<file path="src/design/u8sd_pkg.sv">
package u8sd_pkg;

  localparam int MAX_BYTES = 65536;

  localparam int CP_W   = 21;
  localparam int RAW_W  = 32;
  localparam int WID_W  = 3;
  localparam int CNT_W  = 17;
  localparam int LEFT_W = 2;

  localparam int CNT_MAX_INT   = (2 ** CNT_W) - 1;
  localparam int COUNT_CAP_INT = (MAX_BYTES > CNT_MAX_INT) ? CNT_MAX_INT : MAX_BYTES;
  localparam logic [CNT_W-1:0] COUNT_CAP = CNT_W'(COUNT_CAP_INT);

  // byte class boundaries and payload masks
  localparam logic [7:0] ASCII_MAX = 8'h7f;
  localparam logic [7:0] LEAD2_MIN = 8'hc0;
  localparam logic [7:0] LEAD3_MIN = 8'he0;
  localparam logic [7:0] LEAD4_MIN = 8'hf0;
  localparam logic [7:0] CONT_MASK = 8'd63;
  localparam logic [7:0] LEAD2_MASK = 8'd31;
  localparam logic [7:0] LEAD3_MASK = 8'd15;
  localparam logic [7:0] LEAD4_MASK = 8'd7;
  localparam logic [1:0] CONT_TAG  = 2'b10;

  localparam logic [WID_W-1:0] WID_1 = WID_W'(1);
  localparam logic [WID_W-1:0] WID_2 = WID_W'(2);
  localparam logic [WID_W-1:0] WID_3 = WID_W'(3);
  localparam logic [WID_W-1:0] WID_4 = WID_W'(4);

  // queue between classifier and decoder
  localparam int QDEPTH = 2;
  localparam int QPTR_W = (QDEPTH > 1) ? $clog2(QDEPTH) : 1;
  localparam int QCNT_W = $clog2(QDEPTH + 1);

  typedef enum logic [2:0] {
    CLS_ASCII,
    CLS_CONT,
    CLS_LEAD2,
    CLS_LEAD3,
    CLS_LEAD4,
    CLS_STRAY
  } u8sd_cls_e;

  typedef struct packed {
    logic [7:0] data_byte;
    logic       end_of_string;
  } u8sd_in_t;

  typedef struct packed {
    logic [CP_W-1:0]  codepoint;
    logic [RAW_W-1:0] utf8_packed;
    logic [WID_W-1:0] seq_width;
    logic [CNT_W-1:0] codepoint_count;
    logic             bad;
    logic             all_ascii;
    logic             final_res;
  } u8sd_out_t;

  // classified word: byte, end mark, class and the payload bits of the byte
  typedef struct packed {
    logic [7:0] data_byte;
    logic       last;
    u8sd_cls_e  cls;
    logic [5:0] bits;
  } u8sd_cls_t;

endpackage

</file>
<file path="src/design/u8sd_front.sv">
module u8sd_front (
  input  logic                clk_i,
  input  logic                rst_ni,
  input  logic                in_valid_i,
  output logic                in_stall_o,
  input  u8sd_pkg::u8sd_in_t  in_word_i,
  output logic                push_o,
  output u8sd_pkg::u8sd_cls_t push_word_o,
  input  logic                q_full_i
);
  import u8sd_pkg::*;

  logic      stage_valid_q, stage_valid_d;
  u8sd_cls_t stage_q;
  u8sd_cls_t cls_word;
  logic      accept;

  always_comb begin
    cls_word.data_byte = in_word_i.data_byte;
    cls_word.last      = in_word_i.end_of_string;
    priority if (in_word_i.data_byte <= ASCII_MAX) begin
      cls_word.cls  = CLS_ASCII;
      cls_word.bits = 6'((in_word_i.data_byte & CONT_MASK));
    end else if (in_word_i.data_byte < LEAD2_MIN) begin
      // 10xxxxxx: continuation in a sequence, stray as a lead
      cls_word.cls  = CLS_CONT;
      cls_word.bits = 6'((in_word_i.data_byte & CONT_MASK));
    end else if (in_word_i.data_byte < LEAD3_MIN) begin
      cls_word.cls  = CLS_LEAD2;
      cls_word.bits = 6'((in_word_i.data_byte & LEAD2_MASK));
    end else if (in_word_i.data_byte < LEAD4_MIN) begin
      cls_word.cls  = CLS_LEAD3;
      cls_word.bits = 6'((in_word_i.data_byte & LEAD3_MASK));
    end else begin
      cls_word.cls  = CLS_LEAD4;
      cls_word.bits = 6'((in_word_i.data_byte & LEAD4_MASK));
    end
  end

  assign push_o      = stage_valid_q && !q_full_i;
  assign push_word_o = stage_q;
  assign in_stall_o  = stage_valid_q && q_full_i;
  assign accept      = in_valid_i && !in_stall_o;

  always_comb begin
    stage_valid_d = stage_valid_q;
    if (accept) begin
      stage_valid_d = 1'b1;
    end else if (push_o) begin
      stage_valid_d = 1'b0;
    end
  end

  always_ff @(posedge clk_i or negedge rst_ni) begin
    if (!rst_ni) begin
      stage_valid_q <= 1'b0;
    end else begin
      stage_valid_q <= stage_valid_d;
    end
  end

  always_ff @(posedge clk_i) begin
    if (accept) begin
      stage_q <= cls_word;
    end
  end

endmodule

</file>
<file path="src/design/u8sd_queue.sv">
module u8sd_queue (
  input  logic                clk_i,
  input  logic                rst_ni,
  input  logic                push_i,
  input  u8sd_pkg::u8sd_cls_t push_word_i,
  output logic                full_o,
  input  logic                pop_i,
  output logic                valid_o,
  output u8sd_pkg::u8sd_cls_t head_o
);
  import u8sd_pkg::*;

  u8sd_cls_t          mem_q [QDEPTH];
  logic [QPTR_W-1:0]  wr_ptr_q, wr_ptr_d;
  logic [QPTR_W-1:0]  rd_ptr_q, rd_ptr_d;
  logic [QCNT_W-1:0]  count_q, count_d;

  function automatic logic [QPTR_W-1:0] ptr_inc(input logic [QPTR_W-1:0] p);
    if (p == QPTR_W'(QDEPTH - 1)) begin
      return '0;
    end
    return p + QPTR_W'(1);
  endfunction

  assign full_o  = (count_q == QCNT_W'(QDEPTH));
  assign valid_o = (count_q != '0);
  assign head_o  = mem_q[rd_ptr_q];

  always_comb begin
    wr_ptr_d = push_i ? ptr_inc(wr_ptr_q) : wr_ptr_q;
    rd_ptr_d = pop_i  ? ptr_inc(rd_ptr_q) : rd_ptr_q;
    count_d  = count_q;
    unique case ({push_i, pop_i})
      2'b10:   count_d = count_q + QCNT_W'(1);
      2'b01:   count_d = count_q - QCNT_W'(1);
      default: count_d = count_q;
    endcase
  end

  always_ff @(posedge clk_i or negedge rst_ni) begin
    if (!rst_ni) begin
      wr_ptr_q <= '0;
      rd_ptr_q <= '0;
      count_q  <= '0;
    end else begin
      wr_ptr_q <= wr_ptr_d;
      rd_ptr_q <= rd_ptr_d;
      count_q  <= count_d;
    end
  end

  always_ff @(posedge clk_i) begin
    if (push_i) begin
      mem_q[wr_ptr_q] <= push_word_i;
    end
  end

endmodule

</file>
<file path="src/design/u8sd_back.sv">
module u8sd_back (
  input  logic                clk_i,
  input  logic                rst_ni,
  input  logic                q_valid_i,
  input  u8sd_pkg::u8sd_cls_t q_head_i,
  output logic                pop_o,
  output logic                out_valid_o,
  input  logic                out_stall_i,
  output u8sd_pkg::u8sd_out_t out_word_o
);
  import u8sd_pkg::*;

  logic [LEFT_W-1:0] left_q, left_d;
  logic [CP_W-1:0]   val_q, val_d;
  logic [RAW_W-1:0]  raw_q, raw_d;
  logic [WID_W-1:0]  wid_q, wid_d;
  logic [CNT_W-1:0]  cnt_q, cnt_d;
  logic              wide_q, wide_d;
  logic              err_q, err_d;
  logic              out_valid_q;
  u8sd_out_t         out_q;

  logic [LEFT_W-1:0] acc_left;
  logic [CP_W-1:0]   acc_val;
  logic [RAW_W-1:0]  acc_raw;
  logic [WID_W-1:0]  acc_wid;
  logic              do_emit, do_err, emit;
  logic [CNT_W-1:0]  cnt_inc;
  logic              wide_new;
  u8sd_out_t         res;
  logic              last;

  assign pop_o       = q_valid_i && (!out_valid_q || !out_stall_i);
  assign out_valid_o = out_valid_q;
  assign out_word_o  = out_q;
  assign last        = q_head_i.last;

  // decode of the byte at the head of the queue
  always_comb begin
    acc_left = left_q;
    acc_val  = val_q;
    acc_raw  = raw_q;
    acc_wid  = wid_q;
    do_emit  = 1'b0;
    do_err   = 1'b0;
    if (left_q == '0) begin
      acc_raw = RAW_W'(q_head_i.data_byte);
      acc_val = CP_W'(q_head_i.bits);
      unique case (q_head_i.cls)
        CLS_ASCII: begin
          acc_val = CP_W'(q_head_i.data_byte);
          acc_wid = WID_1;
          do_emit = 1'b1;
        end
        CLS_LEAD2: begin
          acc_wid  = WID_2;
          acc_left = LEFT_W'(1);
        end
        CLS_LEAD3: begin
          acc_wid  = WID_3;
          acc_left = LEFT_W'(2);
        end
        CLS_LEAD4: begin
          acc_wid  = WID_4;
          acc_left = LEFT_W'(3);
        end
        default: do_err = 1'b1;
      endcase
    end else begin
      if (q_head_i.cls != CLS_CONT) begin
        do_err = 1'b1;
      end else begin
        acc_val  = {val_q[CP_W-7:0], q_head_i.bits};
        acc_raw  = {raw_q[RAW_W-9:0], q_head_i.data_byte};
        acc_left = left_q - LEFT_W'(1);
        do_emit  = (left_q == LEFT_W'(1));
      end
    end
    // string ends inside a sequence
    if (!do_emit && last) begin
      do_err = 1'b1;
    end
  end

  assign cnt_inc  = (cnt_q < COUNT_CAP) ? cnt_q + CNT_W'(1) : cnt_q;
  assign wide_new = wide_q || (acc_wid > WID_1);

  always_comb begin
    left_d = left_q;
    val_d  = val_q;
    raw_d  = raw_q;
    wid_d  = wid_q;
    cnt_d  = cnt_q;
    wide_d = wide_q;
    err_d  = err_q;
    emit   = 1'b0;
    res    = '0;
    if (pop_o) begin
      if (err_q || do_err) begin
        if (last) begin
          emit                = 1'b1;
          res.codepoint_count = cnt_q;
          res.bad             = 1'b1;
          res.final_res       = 1'b1;
          left_d = '0;
          val_d  = '0;
          raw_d  = '0;
          wid_d  = '0;
          cnt_d  = '0;
          wide_d = 1'b0;
          err_d  = 1'b0;
        end else begin
          err_d  = 1'b1;
          left_d = '0;
        end
      end else if (do_emit) begin
        emit                = 1'b1;
        res.codepoint       = acc_val;
        res.utf8_packed     = acc_raw;
        res.seq_width       = acc_wid;
        res.codepoint_count = cnt_inc;
        res.all_ascii       = last && !wide_new;
        res.final_res       = last;
        left_d = '0;
        val_d  = '0;
        raw_d  = '0;
        wid_d  = '0;
        cnt_d  = last ? '0 : cnt_inc;
        wide_d = last ? 1'b0 : wide_new;
      end else begin
        left_d = acc_left;
        val_d  = acc_val;
        raw_d  = acc_raw;
        wid_d  = acc_wid;
      end
    end
  end

  always_ff @(posedge clk_i or negedge rst_ni) begin
    if (!rst_ni) begin
      left_q      <= '0;
      val_q       <= '0;
      raw_q       <= '0;
      wid_q       <= '0;
      cnt_q       <= '0;
      wide_q      <= 1'b0;
      err_q       <= 1'b0;
      out_valid_q <= 1'b0;
    end else begin
      left_q <= left_d;
      val_q  <= val_d;
      raw_q  <= raw_d;
      wid_q  <= wid_d;
      cnt_q  <= cnt_d;
      wide_q <= wide_d;
      err_q  <= err_d;
      if (emit) begin
        out_valid_q <= 1'b1;
      end else if (!out_stall_i) begin
        out_valid_q <= 1'b0;
      end
    end
  end

  always_ff @(posedge clk_i) begin
    if (emit) begin
      out_q <= res;
    end
  end

endmodule

</file>
<file path="src/design/utf8_stream_decoder.sv">
// channel | direction | handshake              | word
// in      | input     | in_valid_i / in_stall_o  | u8sd_in_t  (data_byte, end_of_string)
// out     | output    | out_valid_o / out_stall_i | u8sd_out_t (codepoint .. final_res)
//
// One byte per cycle while in_stall_o is low. A byte that completes a result passes
// the classify register, a queue entry and the output register before out_valid_o.
// The decoder consumes one queued byte per cycle while its output is not stalled; the
// sequence state it keeps is what orders the bytes.
// Reset is asynchronous, active low, and clears all string state.
// A stalled output holds its word; the queue and the classify stage keep taking
// bytes until the queue is full, then in_stall_o rises.
module utf8_stream_decoder (
  input  logic                clk_i,
  input  logic                rst_ni,
  input  logic                in_valid_i,
  output logic                in_stall_o,
  input  u8sd_pkg::u8sd_in_t  in_word_i,
  output logic                out_valid_o,
  input  logic                out_stall_i,
  output u8sd_pkg::u8sd_out_t out_word_o
);
  import u8sd_pkg::*;

  logic      push, q_full, pop, q_valid;
  u8sd_cls_t push_word, q_head;

  u8sd_front u_front (
    .clk_i       (clk_i),
    .rst_ni      (rst_ni),
    .in_valid_i  (in_valid_i),
    .in_stall_o  (in_stall_o),
    .in_word_i   (in_word_i),
    .push_o      (push),
    .push_word_o (push_word),
    .q_full_i    (q_full)
  );

  u8sd_queue u_queue (
    .clk_i       (clk_i),
    .rst_ni      (rst_ni),
    .push_i      (push),
    .push_word_i (push_word),
    .full_o      (q_full),
    .pop_i       (pop),
    .valid_o     (q_valid),
    .head_o      (q_head)
  );

  u8sd_back u_back (
    .clk_i       (clk_i),
    .rst_ni      (rst_ni),
    .q_valid_i   (q_valid),
    .q_head_i    (q_head),
    .pop_o       (pop),
    .out_valid_o (out_valid_o),
    .out_stall_i (out_stall_i),
    .out_word_o  (out_word_o)
  );

endmodule

</file>
<file path="config.mk">
export PLATFORM = sky130hd
export DESIGN_NAME = utf8_stream_decoder
export DESIGN_NICKNAME = d
export VERILOG_FILES = /design/src/design/u8sd_pkg.sv /design/src/design/u8sd_front.sv /design/src/design/u8sd_queue.sv /design/src/design/u8sd_back.sv /design/src/design/utf8_stream_decoder.sv
export SDC_FILE = /design/constraint.sdc
export NUM_CORES = 1
export LEC_CHECK = 0
export BUFFER_PORTS_ARGS = -buffer_cell sky130_fd_sc_hd__buf_2
export CAP_MARGIN = 0
export CORE_MARGIN = 2
export CORE_UTILIZATION = 30
export DETAILED_ROUTE_END_ITERATION = 7
export GPL_ROUTABILITY_DRIVEN = 1
export SLEW_MARGIN = 25
export SYNTH_ARGS = -nofsm -noshare
export SYNTH_HDL_FRONTEND = slang
export SYNTH_SLANG_ARGS = --single-unit
export TNS_END_PERCENT = 50
</file>
<file path="constraint.sdc">
create_clock -name clk_i -period 5.5 [get_ports clk_i]
set_clock_uncertainty 0.1 [all_clocks]
set_input_delay 0.55 -clock clk_i [delete_from_list [all_inputs] [get_ports clk_i]]
set_output_delay 0.55 -clock clk_i [all_outputs]
set_load 0.01 [all_outputs]
</file>
; ---- After elaboration in Yosys (flattened, before gate mapping)
; Memories as Yosys holds them, arrays and structs flattened.
; Index checks and enable logic that the tools add are counted.
[word_totals]
ff_bits = 177
ram_bits = 36
word_cells = 145
memories = 1
[op_classes]
addsub = 6
order_cmp = 6
eq_ne = 12
mux = 64
n_bitwise = 2
reduce_logical = 29
[memory_table]
columns = memory, depth, word_bits, rd, rd_ports_with_merged_regs, wr, line
row1 = u_queue.mem_q, 2, 18, 1, 0, 1, u8sd_queue.sv:13  ; u8sd_cls_t mem_q [QDEPTH];
[ops]
columns = operator, count
row1 = $mux 32, 5
row2 = $mux 17, 7
row3 = $mux 21, 5
row4 = $mux 1, 30
row5 = $lt 8x8->1 const B, 3
row6 = $mux 18, 1
row7 = $add 17x1->17 const B, 1
row8 = $lt 17x17->1 const B, 1
row9 = $mux 8, 2
row10 = $mux 3, 4
row11 = $pmux 3 s4, 1
row12 = $mux 9, 1
row13 = $le 8x7->1 const B, 1
row14 = $mux 2, 4
row15 = $reduce_bool 2->1, 4
row16 = $mux 7, 1
row17 = $eq 3x2->1 const B, 2
row18 = $logic_and 1x1->1, 6
row19 = $logic_not 1->1, 6
row20 = $mux 6, 1
row21 = $ne 6x5->1 const B, 1
row22 = $pmux 2 s3, 1
row23 = $reduce_and 3->1, 2
row24 = $reduce_or 3->1, 2
row25 = other kinds (18), 27

; ---- Longest topological paths before layout
; Gate-level depths: netlist of run 1.
; An unclocked memory read counts as a cell.
[logic_depth]
depth_word = 11
depth_mapped = 9
mapped_depth_nobuf = 7

; ---- Hierarchy
; From an unflattened synthesis of run 1, not the netlist that was laid out.
[unflattened]
hier_cells = 754
hier_area_um2 = 9121.2
[by_module_without_submodules]
columns = mod, n_inst, cells_per_inst, area_per_inst_um2
row1 = u8sd_back, 1, 649, 7006.7
row2 = u8sd_queue, 1, 72, 1535.2
row3 = u8sd_front, 1, 33, 579.3

; ---- Worst setup path after synthesis of run 1
; OpenSTA, ideal clock, no wires.
[synth_path]
path_kind = input-to-reg
start = input out_stall_i
end = register u_back.out_q, in the netlist u_back.out_word_o[0] (enable)
t_arrival_ps = 3342
required_time_ps = 4970
setup_slack_ps = 1629
cell_stages = 5
path_buffers = 1
path_cell_list = o2bb2ai_1 -> or4_4 -> o31a_1 -> clkbuf_1 -> inv_1
[synth_between]
elab_chain_cells = 4
[synth_lines]
columns = item, line
row1 = start: declaration, utf8_stream_decoder.sv:19  ; input logic out_stall_i,
row2 = $logic_not 1->1, u8sd_back.sv:33  ; assign pop_o = q_valid_i && (!out_valid_q || !out_stall_i);
row3 = $logic_or 1x1->1, u8sd_back.sv:33
row4 = $logic_and 1x1->1, u8sd_back.sv:33
row5 = $mux 1, u8sd_back.sv:98  ; if (pop_o) begin
row6 = via u_back.emit, u8sd_back.sv:27  ; logic do_emit, do_err, emit;
row7 = end signal: assignment, u8sd_back.sv:167  ; out_q <= res;
row8 = end: declaration, u8sd_back.sv:21  ; u8sd_out_t out_q;
; The timed path passes the listed nets, and every way through them passes these cells.
; A chain may end at the register's enable or synchronous reset.

; ---- Worst setup path after layout of run 1
[layout_path]
start = register u_queue.rd_ptr_q
end = register u_back.out_q, in the netlist u_back.out_word_o[75] (enable)
[layout_between]
elab_chain_cells = 10
elab_cells_between_ends = 21
cone_classes = eq/ne (4) / mux (11) / reduce/logical (5) / memory (1)
[layout_lines]
columns = item, line
row1 = start: declaration, u8sd_queue.sv:15  ; logic [QPTR_W-1:0] rd_ptr_q, rd_ptr_d;
row2 = start signal: assignment, u8sd_queue.sv:47  ; rd_ptr_q <= rd_ptr_d;
row3 = $mem_v2 2x18 *, n/a
row4 = $ne 3x1->1 or $logic_not 3->1 (tied branches), "u8sd_back.sv:70, u8sd_back.sv:49"
row5 = "$mux 1, on equally long branches", "u8sd_back.sv:70, u8sd_back.sv:49"
row6 = $mux 1, u8sd_back.sv:46  ; if (left_q == '0) begin
row7 = $logic_not 1->1, u8sd_back.sv:80  ; if (!do_emit && last) begin
row8 = $logic_and 1x1->1, u8sd_back.sv:80
row9 = $mux 1, u8sd_back.sv:80
row10 = $logic_or 1x1->1, u8sd_back.sv:99  ; if (err_q || do_err) begin
row11 = $mux 1 *, u8sd_back.sv:99
row12 = $mux 1 *, u8sd_back.sv:98
row13 = via u_back.emit, u8sd_back.sv:27
; Mark *: on every way through the listed nets, which the timed path passes. The rest lies on a longest branch.

==> flow_summary.ini, run 1 <==
[floorplan]
die-area_mm2 = 0.0300
std_cell_rows = 61
die_width_um = 173
ios = 91
start_util = 0.307
dieHeight_um = 173
coreArea_mm2 = 0.0279

[sta]
rsz0062_at_grt = false
hold_viol = 0
tightest_slew_ns = 0.889
fin_crit_sh = 0.639
setup_violations = 0
maxSlewViolCount = 0
fmax_mhz = 285
final.setup.tns_ns = 0
max_slew_margin = 0.407
fin_ws_ns = 1.99
fin_crit_ns = 3.51

[clock_network]
clkLatencyLatePin_ns = 0.50
clockBufferDepth = 3
h-tree-depth = 1
cts_setup_buffers = 0
cts_resized = 0
cts_sinks = 204
path_clk_slew_ns = 0.06
numCtsBuffers = 22
cts-root-buf = clkbuf_16
cts_tree = yes
postCtsHoldBufs = 1

[detailed_routing]
dr.pass1.iters = 5
drc = 0
viasPerCell = 4.92
wire_per_inst_um = 16.7
routed_wirelength_um = 19300
dr.first_iter.drc_count = 427
ant_nets = 0
routed-via-count = 5696

[synth]
synth_cell_types = 58
synth-edff-count = 121
yosysTopAreaCell = edfxtp_1
ys_ff_latch = 204
synth_area_mm2 = 0.00858
ys_seq_area_frac = 0.666
synthTopCellsByArea = edfxtp_1, dfrtp_1, nand2_1
async_flop_share = 0.407
syn-instance-count = 681
ys.flop_type = edfxtp_1
synth_warnings = 0
postSynthAreaPerCell_um2 = 12.6
synthesis.nets = 696
yosysTopAreaCellShare = 0.424

[grt]
grtUsageTotal = 0.127
antenna_found_initial = 0
grt_pass1_wl_um = 30900
grt_max_degree = 60
grt_pass1_vias = 5440
globalRouteOverflowTotal = 0

[power]
power_density_mw_per_mm2 = 548
vdd_drop_max_v = 0.000236
finalPower_uw = 5560
p_leak_uw = 0.00393

[setup_path]
path_max_fanout = 43
r2r_setup_slack_ns = 1.99
crit_required_ns = 5.58
critPathBufInv = 2
cp_slowest_stage_delay_ns = 0.74
crit_chain = mux2_4, or4_4, o31a_1, inv_2, buf_12
crit_family = buffers and inverters
critPathLaunchType = register
end_kind = register
cp_slowest_cell = dfrtp_2
worstPathArrival_ns = 3.59
critical_path_class = register to register

[cells_and_area]
antenna_cells = 0
n_fill_cell = 2747
syn_to_final_growth_pct = 18.4
layout_commonest_cell = edfxtp_1
layout_common_cells = edfxtp_1, nand2_1, buf_2
layout.nets = 778
drive_above_1_share = 0.194

[placement]
dp_hpwl_um = 12400
port_buffers = 90
place_congestion = 0.778
pre_cts_slack_ns = 1.67

[min_path]
hold_path.class = primary input to register

[run_status]
status = complete, no violations

[flow_run]
maxCapViolCount = 0
logic make-up after synthesis:
group           synth area share
mux                       0.0359
compound gates             0.153
simple gates               0.108
buf+inv                   0.0266
fa+ha+maj                0.00292
xor+xnor                 0.00817
flops                      0.666
Yosys cell counts, types with 6 or more instances:
library cell    n
a211oi_1       14
a21o_1          6
a21oi_1        59
a22o_1         41
and3_1         11
buf_2          10
clkbuf_1       31
dfrtp_1        83
edfxtp_1      121
inv_1          10
mux2i_1        27
nand2_1       102
nand3_1         9
nor2_1         24
nor3_1          7
o21ai_0        13
o2bb2ai_1      20
or3_1           7
xnor2_1         6
state kept, by name, summed over array words and instances (netlist names), 2 cells and up:
name / count
u_back.cnt_q: 17
u_back.raw_q: 32
u_back.wid_q: 3
u_queue.count_q: 2
u_queue.mem_q: 30
u_back.out_word_o: 76
u_back.val_q: 21
u_back.left_q: 2
u_front.push_word_o: 15
routing by layer:
| layer | global-route usage | wire length (um) |
|---|---|---|
| met1 | 0.188 | 9230 |
| met2 | 0.187 | 8650 |
| met3 | 0.0257 | 1010 |
| met4 | 0.0403 | 430 |
| met5 | 0 | 0 |
metrics by stage:
stage               instance area, um^2  hold WS [ns]  std cells   util
CTS                               10100         0.116       1157  0.363
global placement                   9440         0.327       1116  0.338
floorplan                          8580         0.154        681      -
detailed placement                 9440         0.337       1116  0.338
finish                            10200         0.135       1157  0.364
global route                      10200         0.123       1157  0.364
layout make-up:
type                    instances  area, um^2  area share
repair buffers                103         566      0.0557
clock buffers                  27         601      0.0591
flip-flops and latches        204        5710       0.562
clock inverters                13        88.8     0.00875
multi-input cells             422        2680       0.264
inverters                      10        37.5     0.00370
well taps                     378         473      0.0466
where the power goes:
group          switching [uW]  internal [uW]
registers                 243           2190
clock network             586            821
logic                    1180            547
total                    2000           3560
worst paths after layout:
path	startpoint	endpoint	depth (start not counted)
max	u_queue.rd_ptr_q	u_back.out_word_o[75]	5
min	in_word_i[0]	u_front.push_word_o[9]	1
max reg2reg	u_queue.rd_ptr_q	u_back.out_word_o[75]	5
min reg2reg	u_front.push_word_o[14]	u_queue.mem_q[0][14]	0
max in group asynchronous	rst_ni	u_back.raw_q[24]	3
min in group asynchronous	rst_ni	u_back.cnt_q[10]	2
worst reg2reg max path, stage by stage (launching register included):
cell	delay, ns
dfrtp_2	0.74
mux2_4	0.36
or4_4	0.52
o31a_1	0.48
inv_2	0.61
buf_12	0.35
Power figures use the tool's default switching activity.
==> run 2: changes to the inputs <==
==> constraint.sdc (replaced) <==
create_clock -name clk_i -period 3 [get_ports clk_i]
set_clock_uncertainty 0.1 [all_clocks]
set_input_delay 0.3 -clock clk_i [delete_from_list [all_inputs] [get_ports clk_i]]
set_output_delay 0.3 -clock clk_i [all_outputs]
set_load 0.01 [all_outputs]
==> run 2 against run 1 <==
Critical path depth rose by 2. Count of clock-buffer cells in the layout rose by 5. Critical path type unchanged. Highest routed layer unchanged. Sequential power rose by 83%.
==> flow_summary.ini, run 2 (synthesized netlist as in run 1, its figures left out) <==
[run_status]
status = complete, no violations

[cells_and_area]
antenna_cells = 0
layout_common_cells = edfxtp_1, nand2_1, buf_2
largest_register_ffs = 76
syn_to_final_growth_pct = 22.5
drive_above_1_share = 0.209
finalNonFillerCells = 1185
n_fill_cell = 2735
final_util = 0.376
layout.nets = 805
multiInputGateArea_mm2 = 0.00267
layout_commonest_cell = edfxtp_1
ff_latch_area_mm2 = 0.00571

[sta]
hold_viol = 0
setup_violations = 0
fmax_mhz = 365
max_slew_margin = 0.535
rsz0062_at_grt = false
tightest_slew_ns = 0.698
maxSlewViolCount = 0
fin_crit_ns = 2.74
fin_crit_sh = 0.914

[flow_run]
maxCapViolCount = 0

[setup_path]
path_max_fanout = 19
end_kind = register
crit_family = compound AO/OA/AOI/OAI gates
critPathLaunchType = register
cp_slowest_stage_delay_ns = 0.61
critPathBufInv = 2
cp_slowest_cell = o41a_1
critical_path_class = register to register
crit_chain = buf_4, mux2i_1, nand2_1, o41a_1, buf_4, a21oi_1, mux2i_1
worstPathArrival_ns = 2.87
r2r_start = u_queue.rd_ptr_q
crit_required_ns = 3.13
crit_path_start = u_queue.rd_ptr_q

[grt]
globalRouteOverflowTotal = 0
use_met2 = 0.193
antenna_found_initial = 0
grt-busiest-layer = met2
grtUsageTotal = 0.129
grt_use_met3 = 0.0224
met1_usage = 0.188
grt_pass1_wl_um = 31400
grt_pass1_vias = 5711
grt_max_degree = 78

[placement]
place_congestion = 0.782
dp_cells = 1131
dp_hpwl_um = 12400
port_buffers = 90

[floorplan]
dieHeight_um = 173
die_width_um = 173
ios = 91
std_cell_rows = 61
start_util = 0.307
coreArea_mm2 = 0.0279
die-area_mm2 = 0.0300

[clock_network]
clockBufferDepth = 3
cts-root-buf = clkbuf_16
cts_sinks = 204
clkLatencyLatePin_ns = 0.50
h-tree-depth = 1
path_clk_slew_ns = 0.06
cts_resized = 0
numCtsBuffers = 23
cts_tree = yes

[power]
p_sw_uw = 3790
p_sw_frac = 0.353
pwr-share-clk = 0.269
power_frac_seq = 0.414
cellInternalPower_uw = 6940
power_density_mw_per_mm2 = 1020
pwr-share-comb = 0.317
p_leak_uw = 0.00411
vdd_drop_max_v = 0.000663

[detailed_routing]
ant_nets = 0
wire_per_inst_um = 16.4
dr.first_iter.drc_count = 499
routed_wirelength_um = 19500
routed-via-count = 5780
drc = 0
viasPerCell = 4.88
dr.pass1.iters = 5

[min_path]
hold_path.class = primary input to async pin
-- run 2: area by class of cell --
type,instances,area share
tap,378,0.0450
inverter,10,0.00393
sequential,204,0.543
clock inverter,10,0.0108
clock buffer,32,0.0649
timing repair buffer,129,0.0774
multi-input combinational,422,0.254
-- run 2: path summary, 6_finish.rpt --
check | end | slack, ns | depth (start not counted)
min in group clk_i | u_queue.mem_q[1][15] | 0.34 | 0
worst max register to register | u_back.out_word_o[6] | 0.26 | 7
worst min-delay path | u_front.stage_valid_q | 0.06 | 2
worst max-delay path | u_back.out_word_o[6] | 0.26 | 7
max in group asynchronous | u_back.raw_q[27] | 2.10 | 3
worst min register to register | u_queue.mem_q[1][15] | 0.34 | 0
-- run 2: what timing repair did --
action / CTS / global route
setup buffers: 0 / 0
hold buffers: 12 / 0
hold endpoints to repair: 95 / 0
-- run 2: stage by stage --
stage | hold WS (ns) | power [uW] | cell area (um^2) | TNS, ns | worst slack, ns
2_1_floorplan | -0.0956 | 6510 | 8620 | -7.09 | -0.0933
3_3_place_gp | 0.0350 | 7920 | 9590 | 0 | 0.331
3_5_place_dp | 0.0344 | 7930 | 9590 | 0 | 0.238
4_1_cts | 0.0454 | 10900 | 10500 | 0 | 0.236
5_1_grt | 0.0883 | 11300 | 10500 | 0 | 0.0873
6_report | 0.0613 | 10700 | 10500 | 0 | 0.258
-- run 2: power by group through the flow --
stage / clock, uW / combinational [uW] / sequential [uW]
floorplan: 0 / 1880 / 4630
detailed placement: 0 / 3430 / 4500
global route: 3060 / 3720 / 4540
finish: 2890 / 3400 / 4440
global placement: 0 / 3410 / 4500
CTS: 2950 / 3460 / 4460
-- run 2: routing by layer --
metal  vias up  part of all wire
li1       2781                 -
met5         -                 0
met4         0             0.020
met1      2833              0.48
met3        26             0.046
met2       140              0.45
